===== src/rtl/core/assert_macros.svh =====
// Assertion macros used by the gain control sequencer.
`ifndef ASSERT_MACROS_SVH
`define ASSERT_MACROS_SVH

// Property checked at every rising edge outside reset.
`define ASSERT_AR(lbl, clk, rst_n, prop, msg) \
	lbl: assert property (@(posedge clk) disable iff (!rst_n) prop) \
		else $error(msg);

// Consequent checked in the cycle after the antecedent, outside reset.
`define ASSERT_AR_NEXT(lbl, clk, rst_n, ante, cons, msg) \
	lbl: assert property (@(posedge clk) disable iff (!rst_n) (ante) |=> (cons)) \
		else $error(msg);

`endif


===== src/rtl/core/sgc_pkg.sv =====
// Package with types, constants and the gain table of the stepped gain control.
package sgc_pkg;

	localparam int CHANNELS_DEF  = 6;
	localparam int MAX_LEVEL_DEF = 18;

	localparam int SAMPLE_W  = 10;
	localparam int CHANNEL_W = 3;
	localparam int SCALED_W  = 16;
	localparam int LEVEL_W   = 5;
	localparam int NUM_W     = 42;
	localparam int DEN_W     = 24;
	localparam int SQ_W      = 20;
	localparam int GAIN_W    = 15;
	localparam int CFG_IDX_W  = 2;
	localparam int CFG_DATA_W = 18;
	localparam int TARGET_W  = 18;
	localparam int WEIGHT_W  = 16;

	localparam int RESET_COUNT  = 50;
	localparam int TARGET_RST   = 65536;
	localparam int BAND_RST     = 20000;
	localparam int WEIGHT_RST   = 65208;
	localparam int CENTER_RST   = 512;
	localparam int GAIN_ENTRIES = 19;

	typedef enum logic [CFG_IDX_W-1:0] {
		CFG_TARGET,
		CFG_BAND,
		CFG_WEIGHT,
		CFG_CENTER
	} sgc_cfg_idx_t;

	typedef enum logic [2:0] {
		ST_IDLE,
		ST_LOAD,
		ST_MNH,
		ST_MD,
		ST_MHI,
		ST_MLO,
		ST_MSC,
		ST_FIN
	} sgc_state_t;

	typedef struct packed {
		logic [TARGET_W-1:0]  target;
		logic [TARGET_W-1:0]  band;
		logic [WEIGHT_W-1:0]  weight;
		logic [SAMPLE_W-1:0]  center;
	} sgc_cfg_t;

	typedef struct packed {
		logic [NUM_W-1:0]   num;
		logic [DEN_W-1:0]   den;
		logic [LEVEL_W-1:0] level;
	} sgc_entry_t;

	typedef struct packed {
		logic [SCALED_W-1:0] scaled;
		logic [LEVEL_W-1:0]  level;
		logic                changed;
	} sgc_result_t;

	function automatic logic [GAIN_W-1:0] gain_q8(input logic [LEVEL_W-1:0] level);
		logic [GAIN_W-1:0] g;
		case (level)
			5'd0:    g = 15'd1628;
			5'd1:    g = 15'd1711;
			5'd2:    g = 15'd1800;
			5'd3:    g = 15'd1899;
			5'd4:    g = 15'd1997;
			5'd5:    g = 15'd2129;
			5'd6:    g = 15'd2273;
			5'd7:    g = 15'd2441;
			5'd8:    g = 15'd2620;
			5'd9:    g = 15'd2841;
			5'd10:   g = 15'd3107;
			5'd11:   g = 15'd3397;
			5'd12:   g = 15'd3780;
			5'd13:   g = 15'd4297;
			5'd14:   g = 15'd5036;
			5'd15:   g = 15'd6091;
			5'd16:   g = 15'd7727;
			5'd17:   g = 15'd10729;
			default: g = 15'd16384;
		endcase
		return g;
	endfunction

endpackage


===== src/rtl/core/sgc_state_mem.sv =====
// Per-channel state memory with registered read data and reset-valued unwritten entries.
module sgc_state_mem #(
	parameter int CHANNELS  = sgc_pkg::CHANNELS_DEF,
	parameter int MAX_LEVEL = sgc_pkg::MAX_LEVEL_DEF
) (
	input  logic                  clk,
	input  logic                  arst_n,
	input  logic                  rd_en,
	input  logic [((CHANNELS > 1) ? $clog2(CHANNELS) : 1)-1:0] rd_addr,
	output sgc_pkg::sgc_entry_t   rd_entry,
	input  logic                  wr_en,
	input  logic [((CHANNELS > 1) ? $clog2(CHANNELS) : 1)-1:0] wr_addr,
	input  sgc_pkg::sgc_entry_t   wr_entry
);

	localparam logic [sgc_pkg::NUM_W-1:0] RstNum =
		sgc_pkg::NUM_W'(sgc_pkg::RESET_COUNT * sgc_pkg::TARGET_RST) << 16;
	localparam logic [sgc_pkg::DEN_W-1:0] RstDen =
		sgc_pkg::DEN_W'(sgc_pkg::RESET_COUNT) << 16;
	localparam logic [sgc_pkg::LEVEL_W-1:0] RstLevel = sgc_pkg::LEVEL_W'(MAX_LEVEL / 2);

	sgc_pkg::sgc_entry_t mem_q [CHANNELS];
	sgc_pkg::sgc_entry_t rd_data_s1;
	logic [CHANNELS-1:0] vld_q;
	logic                rd_vld_s1;

	always_ff @(posedge clk or negedge arst_n) begin
		if (!arst_n) begin
			vld_q     <= '0;
			rd_vld_s1 <= 1'b0;
		end else begin
			if (wr_en) begin
				vld_q[wr_addr] <= 1'b1;
			end
			if (rd_en) begin
				rd_vld_s1 <= vld_q[rd_addr];
			end
		end
	end

	always_ff @(posedge clk) begin
		if (wr_en) begin
			mem_q[wr_addr] <= wr_entry;
		end
		if (rd_en) begin
			rd_data_s1 <= mem_q[rd_addr];
		end
	end

	always_comb begin
		if (rd_vld_s1) begin
			rd_entry = rd_data_s1;
		end else begin
			rd_entry.num   = RstNum;
			rd_entry.den   = RstDen;
			rd_entry.level = RstLevel;
		end
	end

endmodule


===== src/rtl/core/sgc_seq.sv =====
// Sequencer and shared-multiplier datapath that read, update and write back channel state.
`include "assert_macros.svh"

module sgc_seq #(
	parameter int CHANNELS  = sgc_pkg::CHANNELS_DEF,
	parameter int MAX_LEVEL = sgc_pkg::MAX_LEVEL_DEF
) (
	input  logic                              clk,
	input  logic                              arst_n,
	input  sgc_pkg::sgc_cfg_t                 cfg,
	input  logic                              in_valid,
	output logic                              in_ready,
	input  logic [sgc_pkg::SAMPLE_W-1:0]      sample,
	input  logic [sgc_pkg::CHANNEL_W-1:0]     channel,
	output logic                              rd_en,
	output logic [((CHANNELS > 1) ? $clog2(CHANNELS) : 1)-1:0] rd_addr,
	input  sgc_pkg::sgc_entry_t               rd_entry,
	output logic                              wr_en,
	output logic [((CHANNELS > 1) ? $clog2(CHANNELS) : 1)-1:0] wr_addr,
	output sgc_pkg::sgc_entry_t               wr_entry,
	output logic                              res_valid,
	input  logic                              res_ready,
	output sgc_pkg::sgc_result_t              res
);

	localparam int AW = (CHANNELS > 1) ? $clog2(CHANNELS) : 1;
	localparam int PW = sgc_pkg::NUM_W + 1;

	sgc_pkg::sgc_state_t state_q, state_d;

	logic [sgc_pkg::SAMPLE_W-1:0] sample_q;
	logic [AW-1:0]                ch_q;
	logic                         oor_q;
	logic [sgc_pkg::SQ_W-1:0]     sq_q;
	logic [sgc_pkg::NUM_W-1:0]    num_q;
	logic [sgc_pkg::DEN_W-1:0]    den_q;
	logic [sgc_pkg::LEVEL_W-1:0]  lvl_q;
	logic [36:0]                  acc_q;
	logic [sgc_pkg::NUM_W-1:0]    num_new_q;
	logic [sgc_pkg::DEN_W-1:0]    den_new_q;
	logic                         gt_q;
	logic                         lt_q;
	logic [sgc_pkg::SCALED_W-1:0] scaled_q;

	logic                         accept;
	logic                         ch_ok;
	logic [sgc_pkg::SAMPLE_W-1:0] dev;
	logic [23:0]                  mul_a;
	logic [18:0]                  mul_b;
	logic [PW-1:0]                prod;
	logic [18:0]                  hi_thr;
	logic [sgc_pkg::TARGET_W-1:0] lo_thr;
	logic                         lo_ok;
	logic [PW-1:0]                num_sum;
	logic [sgc_pkg::DEN_W:0]      den_sum;
	logic                         step_up;
	logic                         step_dn;
	logic [sgc_pkg::LEVEL_W-1:0]  lvl_new;
	logic [23:0]                  clr_base;

	assign accept = in_valid && in_ready;
	assign ch_ok  = {2'b0, channel} < 5'(CHANNELS);
	assign dev    = (sample >= cfg.center) ? (sample - cfg.center) : (cfg.center - sample);
	assign hi_thr = {1'b0, cfg.target} + {1'b0, cfg.band};
	assign lo_thr = cfg.target - cfg.band;
	assign lo_ok  = cfg.band <= cfg.target;

	always_comb begin
		case (state_q)
			sgc_pkg::ST_LOAD: begin
				mul_a = {3'b0, rd_entry.num[20:0]};
				mul_b = {3'b0, cfg.weight};
			end
			sgc_pkg::ST_MNH: begin
				mul_a = {3'b0, num_q[41:21]};
				mul_b = {3'b0, cfg.weight};
			end
			sgc_pkg::ST_MD: begin
				mul_a = den_q;
				mul_b = {3'b0, cfg.weight};
			end
			sgc_pkg::ST_MHI: begin
				mul_a = den_new_q;
				mul_b = hi_thr;
			end
			sgc_pkg::ST_MLO: begin
				mul_a = den_new_q;
				mul_b = {1'b0, lo_thr};
			end
			sgc_pkg::ST_MSC: begin
				mul_a = {9'b0, sgc_pkg::gain_q8(lvl_q)};
				mul_b = {9'b0, sample_q};
			end
			default: begin
				mul_a = '0;
				mul_b = '0;
			end
		endcase
	end

	assign prod    = mul_a * mul_b;
	assign num_sum = {1'b0, prod[36:0], 5'b0} + {6'b0, acc_q};
	assign den_sum = {1'b0, prod[39:16]} + 25'h10000;

	assign step_up  = gt_q && (lvl_q < 5'(MAX_LEVEL));
	assign step_dn  = !step_up && lt_q && (lvl_q != '0);
	assign lvl_new  = step_up ? (lvl_q + 5'd1) : (step_dn ? (lvl_q - 5'd1) : lvl_q);
	assign clr_base = 24'(cfg.target) * 24'(sgc_pkg::RESET_COUNT);

	always_comb begin
		state_d   = state_q;
		in_ready  = 1'b0;
		rd_en     = 1'b0;
		res_valid = 1'b0;
		wr_en     = 1'b0;
		case (state_q)
			sgc_pkg::ST_IDLE: begin
				in_ready = 1'b1;
				if (in_valid) begin
					rd_en   = ch_ok;
					state_d = ch_ok ? sgc_pkg::ST_LOAD : sgc_pkg::ST_FIN;
				end
			end
			sgc_pkg::ST_LOAD: state_d = sgc_pkg::ST_MNH;
			sgc_pkg::ST_MNH:  state_d = sgc_pkg::ST_MD;
			sgc_pkg::ST_MD:   state_d = sgc_pkg::ST_MHI;
			sgc_pkg::ST_MHI:  state_d = sgc_pkg::ST_MLO;
			sgc_pkg::ST_MLO:  state_d = sgc_pkg::ST_MSC;
			sgc_pkg::ST_MSC:  state_d = sgc_pkg::ST_FIN;
			sgc_pkg::ST_FIN: begin
				res_valid = 1'b1;
				if (res_ready) begin
					wr_en   = !oor_q;
					state_d = sgc_pkg::ST_IDLE;
				end
			end
			default: state_d = sgc_pkg::ST_IDLE;
		endcase
	end

	assign rd_addr = AW'(channel);
	assign wr_addr = ch_q;

	always_comb begin
		if (step_up || step_dn) begin
			wr_entry.num   = {2'b0, clr_base, 16'b0};
			wr_entry.den   = sgc_pkg::DEN_W'(sgc_pkg::RESET_COUNT) << 16;
			wr_entry.level = lvl_new;
		end else begin
			wr_entry.num   = num_new_q;
			wr_entry.den   = den_new_q;
			wr_entry.level = lvl_q;
		end
	end

	always_comb begin
		if (oor_q) begin
			res = '0;
		end else begin
			res.scaled  = scaled_q;
			res.level   = lvl_new;
			res.changed = step_up || step_dn;
		end
	end

	always_ff @(posedge clk or negedge arst_n) begin
		if (!arst_n) begin
			state_q <= sgc_pkg::ST_IDLE;
			oor_q   <= 1'b0;
		end else begin
			state_q <= state_d;
			if (accept) begin
				oor_q <= !ch_ok;
			end
		end
	end

	always_ff @(posedge clk) begin
		case (state_q)
			sgc_pkg::ST_IDLE: begin
				if (accept) begin
					sample_q <= sample;
					ch_q     <= AW'(channel);
					sq_q     <= {10'b0, dev} * {10'b0, dev};
				end
			end
			sgc_pkg::ST_LOAD: begin
				num_q <= rd_entry.num;
				den_q <= rd_entry.den;
				lvl_q <= rd_entry.level;
				acc_q <= {16'b0, prod[36:16]} + {1'b0, sq_q, 16'b0};
			end
			sgc_pkg::ST_MNH: begin
				num_new_q <= num_sum[sgc_pkg::NUM_W] ? '1 : num_sum[sgc_pkg::NUM_W-1:0];
			end
			sgc_pkg::ST_MD: begin
				den_new_q <= den_sum[sgc_pkg::DEN_W] ? '1 : den_sum[sgc_pkg::DEN_W-1:0];
			end
			sgc_pkg::ST_MHI: begin
				gt_q <= {1'b0, num_new_q} > prod;
			end
			sgc_pkg::ST_MLO: begin
				lt_q <= lo_ok && ({1'b0, num_new_q} < prod);
			end
			sgc_pkg::ST_MSC: begin
				scaled_q <= prod[23:8];
			end
			default: begin
			end
		endcase
	end

	`ASSERT_AR(a_wr_level_range, clk, arst_n, wr_en |-> wr_entry.level <= 5'(MAX_LEVEL), "level written beyond maximum")
	`ASSERT_AR_NEXT(a_accept_next, clk, arst_n, accept, state_q == sgc_pkg::ST_LOAD || state_q == sgc_pkg::ST_FIN, "bad state after input transfer")
	`ASSERT_AR(a_change_writes, clk, arst_n, res_valid && res_ready && res.changed |-> wr_en, "level change without write-back")
	`ASSERT_AR(a_den_floor, clk, arst_n, state_q == sgc_pkg::ST_MHI |-> den_new_q[23:16] != 8'd0, "denominator below one")

endmodule


===== src/rtl/core/stepped_gain_control_ema.sv =====
// An input passes the states LOAD, MNH, MD, MHI, MLO, MSC and FIN (just FIN if out of
// range) before its result enters the output register; FIN holds while the register is full.
// New inputs wait until FIN is left; the shared multiplier makes six products per item.
// The next input transfer is taken while a finished result waits in the output register.
// Reset clears the configuration to defaults and marks every channel's state as unwritten,
// so each channel starts from the reset sums and the middle gain level; no clearing pass.
module stepped_gain_control_ema #(
	parameter int CHANNELS  = sgc_pkg::CHANNELS_DEF,
	parameter int MAX_LEVEL = sgc_pkg::MAX_LEVEL_DEF
) (
	input  logic                               clk,
	input  logic                               arst_n,
	input  logic                               in_valid,
	output logic                               in_ready,
	input  logic [sgc_pkg::SAMPLE_W-1:0]       sample,
	input  logic [sgc_pkg::CHANNEL_W-1:0]      channel,
	output logic                               out_valid,
	input  logic                               out_ready,
	output logic [sgc_pkg::SCALED_W-1:0]       scaled_sample,
	output logic [sgc_pkg::LEVEL_W-1:0]        gain_level,
	output logic                               level_changed,
	input  logic                               cfg_valid,
	output logic                               cfg_ready,
	input  logic [sgc_pkg::CFG_IDX_W-1:0]      cfg_index,
	input  logic [sgc_pkg::CFG_DATA_W-1:0]     cfg_data
);

	localparam int AW = (CHANNELS > 1) ? $clog2(CHANNELS) : 1;

	sgc_pkg::sgc_cfg_t    cfg_q;
	sgc_pkg::sgc_entry_t  rd_entry;
	sgc_pkg::sgc_entry_t  wr_entry;
	sgc_pkg::sgc_result_t res;
	sgc_pkg::sgc_result_t out_q;
	logic                 out_valid_q;
	logic                 rd_en;
	logic                 wr_en;
	logic [AW-1:0]        rd_addr;
	logic [AW-1:0]        wr_addr;
	logic                 res_valid;
	logic                 res_ready;

	assign cfg_ready = 1'b1;

	always_ff @(posedge clk or negedge arst_n) begin
		if (!arst_n) begin
			cfg_q.target <= sgc_pkg::TARGET_W'(sgc_pkg::TARGET_RST);
			cfg_q.band   <= sgc_pkg::TARGET_W'(sgc_pkg::BAND_RST);
			cfg_q.weight <= sgc_pkg::WEIGHT_W'(sgc_pkg::WEIGHT_RST);
			cfg_q.center <= sgc_pkg::SAMPLE_W'(sgc_pkg::CENTER_RST);
		end else if (cfg_valid && cfg_ready) begin
			case (cfg_index)
				sgc_pkg::CFG_TARGET: cfg_q.target <= cfg_data;
				sgc_pkg::CFG_BAND:   cfg_q.band   <= cfg_data;
				sgc_pkg::CFG_WEIGHT: cfg_q.weight <= cfg_data[sgc_pkg::WEIGHT_W-1:0];
				sgc_pkg::CFG_CENTER: cfg_q.center <= cfg_data[sgc_pkg::SAMPLE_W-1:0];
				default: begin
				end
			endcase
		end
	end

	sgc_state_mem #(
		.CHANNELS  (CHANNELS),
		.MAX_LEVEL (MAX_LEVEL)
	) u_mem (
		.clk      (clk),
		.arst_n   (arst_n),
		.rd_en    (rd_en),
		.rd_addr  (rd_addr),
		.rd_entry (rd_entry),
		.wr_en    (wr_en),
		.wr_addr  (wr_addr),
		.wr_entry (wr_entry)
	);

	sgc_seq #(
		.CHANNELS  (CHANNELS),
		.MAX_LEVEL (MAX_LEVEL)
	) u_seq (
		.clk       (clk),
		.arst_n    (arst_n),
		.cfg       (cfg_q),
		.in_valid  (in_valid),
		.in_ready  (in_ready),
		.sample    (sample),
		.channel   (channel),
		.rd_en     (rd_en),
		.rd_addr   (rd_addr),
		.rd_entry  (rd_entry),
		.wr_en     (wr_en),
		.wr_addr   (wr_addr),
		.wr_entry  (wr_entry),
		.res_valid (res_valid),
		.res_ready (res_ready),
		.res       (res)
	);

	assign res_ready = !out_valid_q || out_ready;

	always_ff @(posedge clk or negedge arst_n) begin
		if (!arst_n) begin
			out_valid_q <= 1'b0;
		end else if (res_ready) begin
			out_valid_q <= res_valid;
		end
	end

	always_ff @(posedge clk) begin
		if (res_valid && res_ready) begin
			out_q <= res;
		end
	end

	assign out_valid     = out_valid_q;
	assign scaled_sample = out_q.scaled;
	assign gain_level    = out_q.level;
	assign level_changed = out_q.changed;

endmodule

===== config.mk =====
export PLATFORM = sky130hd
export DESIGN_NAME = stepped_gain_control_ema
export DESIGN_NICKNAME = d
export VERILOG_FILES = /design/src/rtl/core/sgc_pkg.sv /design/src/rtl/core/sgc_state_mem.sv /design/src/rtl/core/sgc_seq.sv /design/src/rtl/core/stepped_gain_control_ema.sv
export VERILOG_INCLUDE_DIRS = /design/src /design/src/rtl/core
export SDC_FILE = /design/constraint.sdc
export NUM_CORES = 2
export LEC_CHECK = 0
export ABC_AREA = 1
export BUFFER_PORTS_ARGS = -buffer_cell sky130_fd_sc_hd__buf_2
export CAP_MARGIN = 10
export CORE_MARGIN = 3
export CORE_UTILIZATION = 54
export CTS_CLUSTER_DIAMETER = 150
export DETAILED_ROUTE_END_ITERATION = 10
export GPL_TIMING_DRIVEN = 0
export PLACE_DENSITY = 0.81
export SYNTH_ARGS = -nofsm -noshare
export SYNTH_HDL_FRONTEND = slang
export SYNTH_SLANG_ARGS = --single-unit

===== constraint.sdc =====
create_clock -name clk -period 15.41 [get_ports clk]
set_input_delay 0.7705 -clock clk [delete_from_list [all_inputs] [get_ports clk]]
set_output_delay 0.7705 -clock clk [all_outputs]
set_load 0.005 [all_outputs]

==> flow_summary.json <==
{
  "outcome": "finished with violations",
  "violations": "capacitance limit",
  "total_number_of_nets_in_the_final_design": 7164,
  "cts_made_buffers": 79,
  "crit_path_max_incr_delay_ps": 640,
  "final_cells": 7768,
  "syn-num-nets": 7002,
  "yosys_warnings": 0,
  "dp_cells": 7619,
  "finish.instance_area_mm2": 0.0632,
  "floorplan.initialDensity_pct": 54.8,
  "critical-path-slowest-cell": "sky130_fd_sc_hd__fa_1",
  "via_count": 45400,
  "rsz0062_at_grt": "false",
  "synth-edff-count": 722,
  "antenna_found_initial": 5,
  "gr-total-overflow": 0,
  "critical_path.reg2reg.startpoint": "u_seq.state_q[2]",
  "worst-endpoint-required_ps": 15910,
  "setup_buffers_after_cts": 0,
  "floorplan.io_pins": 63,
  "gr-usage-all-layers_pct": 31.2,
  "finalHoldViolCount": 0,
  "critical_path_arrival_ps": 11970,
  "mostFrequentLayoutCell": "sky130_fd_sc_hd__nand2_1",
  "final_period_minus_worst_setup_slack_ps": 11470,
  "post_drt_via_cell_ratio": 5.84,
  "cts_hold_repair.buffers": 0,
  "ff2ff_setup_slack_ps": 3940,
  "clk_pin_slew_ps": 60,
  "postSynth.topFlopCell": "sky130_fd_sc_hd__edfxtp_1",
  "crit_path_end": "u_seq.num_new_q[30]",
  "timing.fmax_ghz": 0.0872,
  "place.detailed.hpwl_um": 135000,
  "setup_tns_ps": 0,
  "cts.root.buffer_cell": "sky130_fd_sc_hd__clkbuf_16",
  "r2r.worst_path.cells": 42,
  "chipWidth_um": 334,
  "yosys_register_bits": 811,
  "clock_path_buffers": 3,
  "final_core_util_pct": 59.7,
  "detailedRoute.firstPassIterationCount": 9,
  "synthDistinctLibCells": 74,
  "setup_viol": 0,
  "timing.critical_path.fanout_max": 10,
  "final_layout_size_suffix_gt1_share_pct": 7.67,
  "htree_levels": 3,
  "worst_path_most_repeated_cell": "sky130_fd_sc_hd__nand2_1",
  "port-buffer-count": 61,
  "final.setup_skew_ps": 52.6,
  "avgSynthCellArea_um2": 9.43,
  "timing.hold.worst.class": "input pin to asynchronous set/reset pin",
  "route.final.wire_length_um": 174000,
  "postSynth.asyncResetShare_pct": 9.12,
  "synthesis.area_mm2": 0.0580,
  "place_congestion": 1.02,
  "final_antenna_net_count": 0,
  "synthToLayoutAreaGrowth_pct": 8.95,
  "max_transition_margin_pct": 0.374,
  "worstSetupStartpointType": "register",
  "route.detailed.wl_per_inst_um": 22.4,
  "postPlaceCellArea_mm2": 0.0605,
  "cap_violations": 1,
  "cts_num_sinks": 811,
  "grt_max_degree": 63,
  "layout_worst_path_cycle_share_pct": 74.4,
  "timing_worst_slew_pin_value_ps": 1480,
  "layout_common_cells": "sky130_fd_sc_hd__nand2_1 (1378), sky130_fd_sc_hd__inv_1 (1102), sky130_fd_sc_hd__edfxtp_1 (722)",
  "drt_iter0_markers": 5651,
  "cts_tree": "built",
  "post_cts.resized_instances": 0,
  "vias_in_the_first_global_route": 44800,
  "reg2reg_to": "u_seq.num_new_q[30]",
  "die-area_mm2": 0.111,
  "drc": 0,
  "endpoint_kind": "register",
  "slew_viol_final": 0,
  "worstSkewPairLatency_ps": 660,
  "synth.yosys.seq_area_share_pct": 41.1,
  "worst_setup_path_startpoint": "u_seq.state_q[2]",
  "row_count": 119,
  "die_height_um": 334,
  "grt_first_pass_wirelength_um": 263000,
  "design.core.area_mm2": 0.106,
  "category_of_the_critical_setup_timing_path": "register to register",
  "syn_inst": 6149
}
-- cell families after synthesis --
logic type | share of synthesized area [%]
AND/OR/NAND/NOR | 15.7
buffers and inverters | 9.06
AO/OA/AOI/OAI | 9.23
adder cells (fa/ha/maj) | 23.2
flip-flops | 41.1
XOR/XNOR | 1.58
other | 0.00647
-- synthesized netlist by cell type (24+ instances only) --
library cell	count	share of area [%]
sky130_fd_sc_hd__fa_1	437	15
sky130_fd_sc_hd__nand3_1	121	1.0
sky130_fd_sc_hd__a32o_1	71	1.2
sky130_fd_sc_hd__o21ai_0	267	2.3
sky130_fd_sc_hd__nor2_1	460	3.0
sky130_fd_sc_hd__buf_2	79	0.68
sky130_fd_sc_hd__or2_2	30	0.32
sky130_fd_sc_hd__nand2_1	1378	8.9
sky130_fd_sc_hd__dfrtp_1	56	2.4
sky130_fd_sc_hd__o22ai_1	71	0.77
sky130_fd_sc_hd__nand4_1	43	0.46
sky130_fd_sc_hd__inv_1	1103	7.1
sky130_fd_sc_hd__nand2_2	47	0.51
sky130_fd_sc_hd__xnor2_1	38	0.57
sky130_fd_sc_hd__xor2_1	60	0.91
sky130_fd_sc_hd__a22oi_1	25	0.32
sky130_fd_sc_hd__a21oi_1	294	2.5
sky130_fd_sc_hd__ha_1	378	8.2
sky130_fd_sc_hd__clkbuf_1	103	0.67
sky130_fd_sc_hd__edfxtp_1	722	37
sky130_fd_sc_hd__o21bai_1	24	0.31
sky130_fd_sc_hd__nor3_1	35	0.30
-- critical path, delay by kind of cell (launching register included) --
kind	cells	cell delay, ps
AND/OR/NAND/NOR	16	3020
XOR/XNOR	1	580
flip-flops	1	470
adder cells (fa/ha/maj)	8	4110
buffers and inverters	11	1830
AO/OA/AOI/OAI	6	1260
-- state kept, by name (all words and copies together), names as in the netlist, 19 cells and up, named ones only --
signal and cells:
u_seq.num_new_q 42, u_seq.sq_q 19, u_mem.mem_q 426, cfg_q 62
u_seq.den_new_q 24, u_mem.rd_data_s1 71, u_seq.num_q 21, u_seq.den_q 24
u_seq.acc_q 37
-- layer usage --
metal | share of wire (%) | routed length [um] | GRT usage (%)
met1 | 37 | 64900 | 40.9
met2 | 45 | 77600 | 48.1
met3 | 11 | 19800 | 7.00
met4 | 6.7 | 11600 | 17.6
met5 | 0.013 | 23 | 0
-- worst min-delay path by stage --
stage | from | to | slack, ps
final | arst_n | u_seq.state_q[2] | 40
after global routing | arst_n | u_mem.vld_q[4] | 30
after CTS | arst_n | u_seq.state_q[2] | 30
after detailed placement | u_mem.vld_q[0] | u_mem.vld_q[0] | 450
after global placement | u_mem.vld_q[1] | u_mem.vld_q[1] | 450
after floorplan | u_mem.vld_q[3] | u_mem.vld_q[3] | 430
-- metrics by stage --
step                hold WS (ps)  setup WS (ps)
finish                      38.4           3940
global placement             447           3830
CTS                         34.7           3700
detailed placement           449           3750
floorplan                    428           6630
global route                28.3           3290
-- cell type report --
cell class | count | area (um^2)
Fill cell | 8545 | 42700
Multi-Input combinational cell | 3998 | 28900
Sequential cell | 811 | 23900
Inverter | 1133 | 4260
Clock buffer | 97 | 2100
Tap cell | 1391 | 1740
Buffer | 207 | 997
Timing Repair Buffer | 81 | 702
Clock inverter | 46 | 566
Antenna cell | 4 | 10.0
Power is left out: the tool's default activity adds up to more than one toggle a clock period on the data nets, which glitch-free logic cannot reach.
